[src/sv/lkx_pkg.sv]
package lkx_pkg;

    localparam int LKX_QDEPTH = 2;

    localparam int BYTE_W    = 8;
    localparam int MULT_W    = 16;
    localparam int INC_W     = 16;
    localparam int MOD_W     = 17;
    localparam int CFG_W     = 17;
    localparam int CFG_IDX_W = 2;
    localparam int ACC_W     = 24;

    localparam logic [CFG_IDX_W-1:0] CFG_SEED       = 2'd0;
    localparam logic [CFG_IDX_W-1:0] CFG_MULTIPLIER = 2'd1;
    localparam logic [CFG_IDX_W-1:0] CFG_INCREMENT  = 2'd2;
    localparam logic [CFG_IDX_W-1:0] CFG_MODULUS    = 2'd3;

    localparam logic [MOD_W-1:0] MOD_RESET = 17'd256;

    typedef struct packed {
        logic [BYTE_W-1:0] data;
        logic              last;
        logic              first;
    } t_item;

    typedef struct packed {
        logic [BYTE_W-1:0] seed;
        logic [MULT_W-1:0] multiplier;
        logic [INC_W-1:0]  increment;
        logic [MOD_W-1:0]  modulus;
    } t_cfg;

endpackage

[src/sv/lkx_front.sv]
module lkx_front #(
    parameter int P_QDEPTH = lkx_pkg::LKX_QDEPTH
) (
    input  logic                       i_clk,
    input  logic                       i_rst_n,
    input  logic                       i_in_valid,
    output logic                       o_in_ready,
    input  logic [lkx_pkg::BYTE_W-1:0] i_data_byte,
    input  logic                       i_last_byte,
    output logic                       o_q_valid,
    output lkx_pkg::t_item             o_q_item,
    input  logic                       i_q_pop
);
    import lkx_pkg::*;

    localparam int PTR_W = (P_QDEPTH > 1) ? $clog2(P_QDEPTH) : 1;
    localparam int CNT_W = $clog2(P_QDEPTH + 1);

    t_item            r_mem [P_QDEPTH];
    logic [PTR_W-1:0] r_wptr, n_wptr;
    logic [PTR_W-1:0] r_rptr, n_rptr;
    logic [CNT_W-1:0] r_cnt, n_cnt;
    logic             r_first, n_first;
    logic             push, pop;
    t_item            wr_item;

    assign o_in_ready = (r_cnt != CNT_W'(P_QDEPTH));
    assign o_q_valid  = (r_cnt != '0);
    assign o_q_item   = r_mem[r_rptr];

    assign push = i_in_valid && o_in_ready;
    assign pop  = i_q_pop && o_q_valid;

    // tag each word with whether it opens a message
    always_comb begin
        wr_item.data  = i_data_byte;
        wr_item.last  = i_last_byte;
        wr_item.first = r_first;
    end

    always_comb begin
        n_wptr  = r_wptr;
        n_rptr  = r_rptr;
        n_cnt   = r_cnt;
        n_first = r_first;
        if (push) begin
            n_wptr  = (r_wptr == PTR_W'(P_QDEPTH - 1)) ? '0 : r_wptr + 1'b1;
            n_first = i_last_byte;
        end
        if (pop) begin
            n_rptr = (r_rptr == PTR_W'(P_QDEPTH - 1)) ? '0 : r_rptr + 1'b1;
        end
        if (push && !pop) begin
            n_cnt = r_cnt + 1'b1;
        end else if (pop && !push) begin
            n_cnt = r_cnt - 1'b1;
        end
    end

    always_ff @(posedge i_clk) begin
        if (!i_rst_n) begin
            r_wptr  <= '0;
            r_rptr  <= '0;
            r_cnt   <= '0;
            r_first <= 1'b1;
        end else begin
            r_wptr  <= n_wptr;
            r_rptr  <= n_rptr;
            r_cnt   <= n_cnt;
            r_first <= n_first;
        end
    end

    always_ff @(posedge i_clk) begin
        if (push) begin
            r_mem[r_wptr] <= wr_item;
        end
    end

endmodule

[src/sv/lkx_back.sv]
module lkx_back (
    input  logic                       i_clk,
    input  logic                       i_rst_n,
    input  lkx_pkg::t_cfg              i_cfg,
    input  logic                       i_q_valid,
    input  lkx_pkg::t_item             i_q_item,
    output logic                       o_q_pop,
    output logic                       o_out_valid,
    input  logic                       i_out_ready,
    output logic [lkx_pkg::BYTE_W-1:0] o_result_byte,
    output logic                       o_result_last
);
    import lkx_pkg::*;

    localparam logic [1:0] S_IDLE = 2'd0;
    localparam logic [1:0] S_MUL  = 2'd1;
    localparam logic [1:0] S_DIV  = 2'd2;
    localparam logic [1:0] S_DONE = 2'd3;

    localparam int STEP_W = $clog2(ACC_W);

    logic [1:0]        r_state, n_state;
    logic [BYTE_W-1:0] r_data, n_data;
    logic              r_last, n_last;
    logic [BYTE_W-1:0] r_key, n_key;
    logic [ACC_W-1:0]  r_acc, n_acc;
    logic [MOD_W-1:0]  r_rem, n_rem;
    logic [STEP_W-1:0] r_step, n_step;
    logic              r_out_valid, n_out_valid;
    logic [BYTE_W-1:0] r_out_byte, n_out_byte;
    logic              r_out_last, n_out_last;

    logic [ACC_W-1:0]  lcg_sum;
    logic [MOD_W:0]    rem_shift;
    logic [MOD_W:0]    rem_diff;
    logic [MOD_W-1:0]  rem_next;
    logic              out_free;

    assign o_out_valid   = r_out_valid;
    assign o_result_byte = r_out_byte;
    assign o_result_last = r_out_last;

    assign out_free = !r_out_valid || i_out_ready;
    assign o_q_pop  = (r_state == S_IDLE) && i_q_valid;

    // 16x8 product plus increment fits in 24 bits
    assign lcg_sum = ACC_W'(i_cfg.multiplier) * ACC_W'(r_key) + ACC_W'(i_cfg.increment);

    // restoring remainder, one dividend bit per cycle
    assign rem_shift = {r_rem, r_acc[ACC_W-1]};
    assign rem_diff  = rem_shift - {1'b0, i_cfg.modulus};
    assign rem_next  = (rem_shift >= {1'b0, i_cfg.modulus}) ? rem_diff[MOD_W-1:0]
                                                            : rem_shift[MOD_W-1:0];

    always_comb begin
        n_state     = r_state;
        n_data      = r_data;
        n_last      = r_last;
        n_key       = r_key;
        n_acc       = r_acc;
        n_rem       = r_rem;
        n_step      = r_step;
        n_out_valid = r_out_valid;
        n_out_byte  = r_out_byte;
        n_out_last  = r_out_last;

        if (r_out_valid && i_out_ready) begin
            n_out_valid = 1'b0;
        end

        case (r_state)
            S_IDLE: begin
                if (i_q_valid) begin
                    n_data = i_q_item.data;
                    n_last = i_q_item.last;
                    if (i_q_item.first) begin
                        n_key   = i_cfg.seed;
                        n_state = S_DONE;
                    end else begin
                        n_state = S_MUL;
                    end
                end
            end
            S_MUL: begin
                if (i_cfg.modulus == '0) begin
                    n_key   = lcg_sum[BYTE_W-1:0];
                    n_state = S_DONE;
                end else begin
                    n_acc   = lcg_sum;
                    n_rem   = '0;
                    n_step  = '0;
                    n_state = S_DIV;
                end
            end
            S_DIV: begin
                n_rem  = rem_next;
                n_acc  = {r_acc[ACC_W-2:0], 1'b0};
                n_step = r_step + 1'b1;
                if (r_step == STEP_W'(ACC_W - 1)) begin
                    n_key   = rem_next[BYTE_W-1:0];
                    n_state = S_DONE;
                end
            end
            S_DONE: begin
                if (out_free) begin
                    n_out_valid = 1'b1;
                    n_out_byte  = r_data ^ r_key;
                    n_out_last  = r_last;
                    n_state     = S_IDLE;
                end
            end
            default: begin
                n_state = S_IDLE;
            end
        endcase
    end

    always_ff @(posedge i_clk) begin
        if (!i_rst_n) begin
            r_state     <= S_IDLE;
            r_out_valid <= 1'b0;
        end else begin
            r_state     <= n_state;
            r_out_valid <= n_out_valid;
        end
    end

    always_ff @(posedge i_clk) begin
        r_data     <= n_data;
        r_last     <= n_last;
        r_key      <= n_key;
        r_acc      <= n_acc;
        r_rem      <= n_rem;
        r_step     <= n_step;
        r_out_byte <= n_out_byte;
        r_out_last <= n_out_last;
    end

endmodule

[src/sv/lcg_keystream_xor_cipher_core.sv]
// LCG keystream XOR cipher core.
// Input channel (i_in_valid/o_in_ready) takes one word per handshake: a data
// byte and a last-byte flag. Output channel (o_out_valid/i_out_ready) returns
// the byte XORed with the keystream byte, plus a copy of the flag.
// The first word of a message uses the seed register as keystream byte; each
// later byte is (multiplier * previous + increment) mod modulus, low 8 bits,
// with a zero modulus meaning no reduction. A word with the last flag set ends
// the message; the next word restarts from the seed.
// Configuration: write i_cfg_data to register i_cfg_idx (0 seed, 1 multiplier,
// 2 increment, 3 modulus) while i_cfg_we is high, only while the core is idle.
// Path: a message's first word goes from the queue through the idle and done
// states into the result register; later words also pass a multiply state and
// the bit-serial remainder unit over the 24-bit product, skipped with a zero
// modulus. The back end takes no new word until the current one is through.
// A small input queue takes words while the back end works, until it is full;
// the result register holds a word until taken; the back end waits on a stall.
// Reset clears the queue and output valid, restores register defaults
// (modulus 256, others 0) and makes the next word start a message.
module lcg_keystream_xor_cipher_core #(
    parameter int P_QDEPTH = lkx_pkg::LKX_QDEPTH
) (
    input  logic                          i_clk,
    input  logic                          i_rst_n,
    input  logic                          i_in_valid,
    output logic                          o_in_ready,
    input  logic [lkx_pkg::BYTE_W-1:0]    i_data_byte,
    input  logic                          i_last_byte,
    output logic                          o_out_valid,
    input  logic                          i_out_ready,
    output logic [lkx_pkg::BYTE_W-1:0]    o_result_byte,
    output logic                          o_result_last,
    input  logic                          i_cfg_we,
    input  logic [lkx_pkg::CFG_IDX_W-1:0] i_cfg_idx,
    input  logic [lkx_pkg::CFG_W-1:0]     i_cfg_data
);
    import lkx_pkg::*;

    t_cfg  r_cfg, n_cfg;
    logic  q_valid;
    logic  q_pop;
    t_item q_item;

    always_comb begin
        n_cfg = r_cfg;
        if (i_cfg_we) begin
            case (i_cfg_idx)
                CFG_SEED:       n_cfg.seed       = i_cfg_data[BYTE_W-1:0];
                CFG_MULTIPLIER: n_cfg.multiplier = i_cfg_data[MULT_W-1:0];
                CFG_INCREMENT:  n_cfg.increment  = i_cfg_data[INC_W-1:0];
                CFG_MODULUS:    n_cfg.modulus    = i_cfg_data[MOD_W-1:0];
                default:        n_cfg = r_cfg;
            endcase
        end
    end

    always_ff @(posedge i_clk) begin
        if (!i_rst_n) begin
            r_cfg.seed       <= '0;
            r_cfg.multiplier <= '0;
            r_cfg.increment  <= '0;
            r_cfg.modulus    <= MOD_RESET;
        end else begin
            r_cfg <= n_cfg;
        end
    end

    lkx_front #(
        .P_QDEPTH(P_QDEPTH)
    ) u_front (
        .i_clk       (i_clk),
        .i_rst_n     (i_rst_n),
        .i_in_valid  (i_in_valid),
        .o_in_ready  (o_in_ready),
        .i_data_byte (i_data_byte),
        .i_last_byte (i_last_byte),
        .o_q_valid   (q_valid),
        .o_q_item    (q_item),
        .i_q_pop     (q_pop)
    );

    lkx_back u_back (
        .i_clk         (i_clk),
        .i_rst_n       (i_rst_n),
        .i_cfg         (r_cfg),
        .i_q_valid     (q_valid),
        .i_q_item      (q_item),
        .o_q_pop       (q_pop),
        .o_out_valid   (o_out_valid),
        .i_out_ready   (i_out_ready),
        .o_result_byte (o_result_byte),
        .o_result_last (o_result_last)
    );

endmodule
[config.mk]
export PLATFORM = sky130hd
export DESIGN_NAME = lcg_keystream_xor_cipher_core
export DESIGN_NICKNAME = d
export VERILOG_FILES = /design/src/sv/lkx_pkg.sv /design/src/sv/lkx_front.sv /design/src/sv/lkx_back.sv /design/src/sv/lcg_keystream_xor_cipher_core.sv
export SDC_FILE = /design/constraint.sdc
export NUM_CORES = 1
export LEC_CHECK = 0
export BUFFER_PORTS_ARGS = -buffer_cell sky130_fd_sc_hd__buf_2
export CORE_MARGIN = 2
export CORE_UTILIZATION = 30
export CTS_CLUSTER_SIZE = 24
export DETAILED_ROUTE_END_ITERATION = 16
export PLACE_DENSITY = 0.44
export SETUP_SLACK_MARGIN = 0.05
export SYNTH_ARGS = -nofsm -noshare
export SYNTH_HDL_FRONTEND = slang
export SYNTH_HIERARCHICAL = 1
export SYNTH_SLANG_ARGS = --single-unit
[constraint.sdc]
create_clock -name i_clk -period 5.6 [get_ports i_clk]
set_input_delay 0 -clock i_clk [delete_from_list [all_inputs] [get_ports i_clk]]
set_output_delay 0 -clock i_clk [all_outputs]
set_load 0.05 [all_outputs]
# Yosys cells after proc, flatten, opt, wreduce, memory -nomap -nowiden
# Memory sizes are Yosys's and may differ from the RTL's. A register that Yosys moved wholly into a read port is not among the register bits.
# Cells that the tools add are included.
op_classes:
  add_sub_neg: 7
  mul: 1
  magnitude_cmp: 1
  eq_ne: 14
  muxes: 29
  n_bitwise: 1
  n_reduce_logical: 26
ops:
  columns: ["operator", "n"]
  rows:
  - ["$pmux W24 S2", 1]
  - ["$mux W17", 2]
  - ["$pmux W17 S2", 1]
  - ["$mux W8", 4]
  - ["$add A24 B16 Y24", 1]
  - ["$mul A16 B8 Y24", 1]
  - ["$mux W24", 1]
  - ["$pmux W8 S3", 1]
  - ["$ge A18 B17 Y1", 1]
  - ["$logic_not A17 Y1", 1]
  - ["$sub A17 B17 Y17", 1]
  - ["$reduce_and A2 Y1", 7]
  - ["$mux W2", 6]
  - ["$mux W1", 10]
  - ["$pmux W5 S2", 1]
  - ["$eq A2 B2 Y1 const B", 4]
  - ["$ne A2 B1 Y1 const B", 4]
  - ["$pmux W2 S4", 1]
  - ["$xor A8 B8 Y8", 1]
  - ["$logic_and A1 B1 Y1", 6]
  - ["$ne A2 B2 Y1 const B", 3]
  - ["$reduce_bool A2 Y1", 3]
  - ["$add A5 B1 Y5 const B", 1]
  - ["$eq A5 B5 Y1 const B", 1]
  - ["other kinds (11)", 16]
totals:
  ff_bits: 137
  ramBits: 20
  wordCells: 98
  n_memories: 1
mem_list:
  columns: ["memory", "depth", "width", "read_ports", "rd_ports_with_merged_regs", "wr", "line", "text"]
  rows:
  - ["u_front.r_mem", 2, 10, 1, 1, 1, "lkx_front.sv:19", "t_item r_mem [P_QDEPTH];"]

# Longest topological paths before layout
depth:
  word_depth: 6
  ltp_mapped: 20
  mapped_depth_nobuf: 18

# Hierarchy
# Netlist, hierarchy kept.
by_module_without_submodules:
  columns: ["mod", "n_inst", "cells_each", "area_per_inst_um2"]
  rows:
  - ["lkx_back", 1, 925, 8698.3]
  - ["lcg_keystream_xor_cipher_core", 1, 208, 2124.5]
  - ["lkx_front", 1, 61, 982.2]

# Worst setup path after synthesis
# OpenSTA, ideal clock, no wires.
synth_path:
  kind: "register -> register"
  startpoint: "register u_back.r_key[0]"
  endpoint: "register u_back.r_acc[23] (data pin)"
  setup_ns: 0.260
  arrival_ns: 4.632
  required_time_ns: 5.340
  setup_slack_ns: 0.708
  path_stages_with_launch: 18
  path_buffers: 2
  path_cell_list: "edfxtp_1 clkbuf_1 clkbuf_1 nand2_1 fa_1 inv_1 fa_1 fa_1 inv_1 fa_1 inv_1 ha_1 or4_1 o21a_1 o21ai_1 o311ai_1 xnor2_1 mux2_2"
synth_between:
  elab_chain_cells: 4
synth_rtl:
  columns: ["element", "line", "text"]
  rows:
  - ["start, declared", "lkx_back.sv:25", "logic [BYTE_W-1:0] r_key, n_key;"]
  - ["start signal, assigned", "lkx_back.sv:131", "r_key <= n_key;"]
  - ["$mul A16 B8 Y24", "lkx_back.sv:47", "assign lcg_sum = ACC_W'(i_cfg.multiplier) * ACC_W'(r_key) + ACC_W'(i_cfg.increment);"]
  - ["$add A24 B16 Y24", "lkx_back.sv:47", null]
  - ["$mux W24", "lkx_back.sv:85", "if (i_cfg.modulus == '0) begin"]
  - ["$pmux W24 S2", "lkx_back.sv:71", "case (r_state)"]
  - ["via u_back.n_acc[23]", "lkx_back.sv:26", "logic [ACC_W-1:0] r_acc, n_acc;"]
  - ["end signal, assigned", "lkx_back.sv:132", "r_acc <= n_acc;"]
  - ["end, declared", "lkx_back.sv:26", null]
# The timed path passes the listed nets, and every way through them passes these cells. The select of a mux whose other input is x is not followed.
# A chain may end at the register's enable or synchronous reset.

# Worst setup path in the final report
layout_path:
  startpoint: "register u_back.r_key[5]"
  endpoint: "register u_back.r_acc[23] (data pin)"
# Same word-level chain as after synthesis.

==> impl_metrics.toml <==
[routing]
routed_wl_um = 28200
num_vias = 8109
firstDrtPassIters = 5
drtIter0Drc = 371
via_per_inst = 4.55
drtAntennaViolNets = 0
wl_per_cell_um = 15.8
drc = 0

[clocking]
cts_num_sinks = 158
numCtsBuffers = 17
cts-htree-levels = 4
cts_root_buf = "clkbuf_16"
cts_tree = "done"
cts-resized-gates = 0
ctsLongestPathBuffers = 2
post_cts_buffers = 0
clkLatencyLatePin_ps = 440
path_clk_slew_ps = 70

[place]
gp_congestion = 0.757
place_area_mm2 = 0.0126
dp_hpwl_um = 21400
portBuffers = 43

[sta]
slew_headroom = 0.306
setup_viol = 0
fmax_mhz = 191
finalHoldViolCount = 3
fin_tns_setup_ps = 0
final-max-slew-violation-count = 0
holdWs_ps = -13.2
rsz0062_at_grt = "no"
finalCritPeriodShare = 0.933
fin_crit_ps = 5220
finClkSkew_ps = 14.8
worst_pin_slew_ps = 1030

[yosys]
yosysTopAreaCell = "edfxtp_1"
yosysWarningCount = 6
synth_top_area_frac = 0.234
yosys-top-cells-area = "edfxtp_1 (23%), fa_1 (17%), dfxtp_1 (11%)"
yosysMostFrequentCell = "nand2_1"
syn_nets = 1395
ys_ff_latch = 158
async_reset_ff_frac = 0
synth_cell_types = 72
ys_seq_area_frac = 0.346
synth.cell_area_mm2 = 0.0118
syn_inst = 1194
synth_common_cells = "nand2_1 (181), inv_1 (173), fa_1 (101)"
avgSynthCellArea_um2 = 9.89
synth_edf_count = 92
synth_ff_type = "edfxtp_1"

[die]
rows = 72
die_y_um = 202
dieArea_mm2 = 0.0410
core_mm2 = 0.0387
die_w_um = 202
start_util = 0.305
ios = 44

[final_layout]
syn_to_final_growth_pct = 13.2
fillCellCount = 4057
postLayoutCellArea_mm2 = 0.0134
fin_util = 0.345
num-nets-final = 1454
layout-drive-gt1-share = 0.0956
diodes = 0

[setup_path]
critical_path_peak_fanout = 17
cp.arrival_ps = 5400
worstSetupStartpointType = "flip-flop"
end_kind = "flip-flop"
critPathKind = "reg2reg"
required_ps = 5780

[global_routing]
track_usage = 0.145
grt_overflow = 0
grt_max_degree = 81
grt_pass1_vias = 8413
antenna_found_initial = 0
grt_pass1_wl_um = 46600

[run_status]
status = "complete, but fails checks"
violations = "hold timing"

[power]
p_leak_nw = 5.91
ir_worst_vdd_mv = 0.220
power_density_mw_per_mm2 = 392

[min_path]
hp-class = "in2reg"

[flow_run]
cap_viol_max_count = 0
kinds of logic after synthesis:
logic type / share of synthesized area
and+or+nand+nor: 0.158
buffers and inverters: 0.0724
adders and majority gates: 0.242
DFF: 0.346
AOI/OAI and AO/OA: 0.0862
muxes: 0.0670
xor gates and xnor gates: 0.0282
cell type report:
| class | count | area (um^2) | share of cell area |
|---|---|---|---|
| Clock buffer | 18 | 429 | 0.0321 |
| Clock inverter | 14 | 110 | 0.00824 |
| Inverter | 174 | 653 | 0.0489 |
| Multi-Input combinational cell | 821 | 6880 | 0.515 |
| Sequential cell | 158 | 4080 | 0.306 |
| Tap cell | 518 | 648 | 0.0485 |
| Timing Repair Buffer | 81 | 556 | 0.0416 |
per-stage QoR:
stage / std cells / total power [mW] / setup slack, ps
2_1_floorplan: 1194 / 3.54 / 708
3_3_place_gp: 1730 / 4.19 / 459
3_5_place_dp: 1730 / 4.17 / 376
4_1_cts: 1784 / 5.32 / 364
5_1_grt: 1784 / 5.66 / 58.1
6_report: 1784 / 5.24 / 376
sequential cells by signal, indices dropped and copies added, names as in the netlist, named ones only:
register              flops
u_back/r_last             1
u_back/o_out_valid        1
u_back/r_rem             17
u_back/r_data             8
u_front/r_cnt             2
u_back/r_state            2
u_front/r_rptr            1
u_front/r_wptr            1
u_front/r_first           1
u_back/o_result_last      1
u_back/o_result_byte      8
r_cfg                    57
u_back/r_key              8
u_front/r_mem            20
u_back/r_step             5
u_back/r_acc             24
timing repair:
item                       4_1_cts  5_1_grt
hold buffers                    22        0
setup endpoints to repair        0        0
hold endpoints to repair        47        0
per-layer routing:
metal	share of wire	up-vias	wire [um]	track usage
met2	0.44	113	12500	0.225
met5	0	-	0	0
met4	0.012	0	350	0.0404
met1	0.52	3918	14700	0.211
li1	-	4058	-	-
met3	0.024	20	674	0.0198
report_power, final:
| part | internal, mW | leakage (nW) | total [mW] | switching [mW] |
|---|---|---|---|---|
| registers | 1.69 | 1.42 | 2.00 | 0.304 |
| clock network | 0.577 | 0.268 | 1.11 | 0.529 |
| logic | 0.828 | 4.23 | 2.14 | 1.31 |
path summary, 6_finish.rpt:
kind	start	endpoint	slack (ps)	cells past startpoint
max	u_back/r_key[5]$_DFFE_PP_	u_back/r_acc[23]$_DFFE_PP_	380	14
min	i_cfg_data[15]	r_cfg[32]$_SDFFE_PN0P_	-10	3
max reg2reg	u_back/r_key[5]$_DFFE_PP_	u_back/r_acc[23]$_DFFE_PP_	380	14
min reg2reg	u_back/r_last$_DFFE_PP_	u_back/o_result_last$_DFFE_PP_	430	0
placed cells by master (no fill, tap or decap), types with 24 or more instances in the layout:
cell / n
mux2i_1: 61
o21ai_0: 41
ha_1: 66
dfxtp_1: 66
edfxtp_1: 92
inv_1: 173
a21oi_1: 27
and2_1: 87
xor2_1: 24
buf_2: 43
nand2_1: 181
nor2_1: 50
fa_1: 101
critical path, stage by stage, from the launching register on:
cell      delay, ps
edfxtp_1        770
and2_1          240
fa_1            440
fa_1            520
fa_1            540
inv_1            50
fa_1            520
inv_1            40
ha_1            260
or4_1           510
o21a_1          220
o21ai_1         250
o311ai_1        170
xnor2_1         160
mux2_2          270
Note: power is estimated with default switching activity, not from simulation.
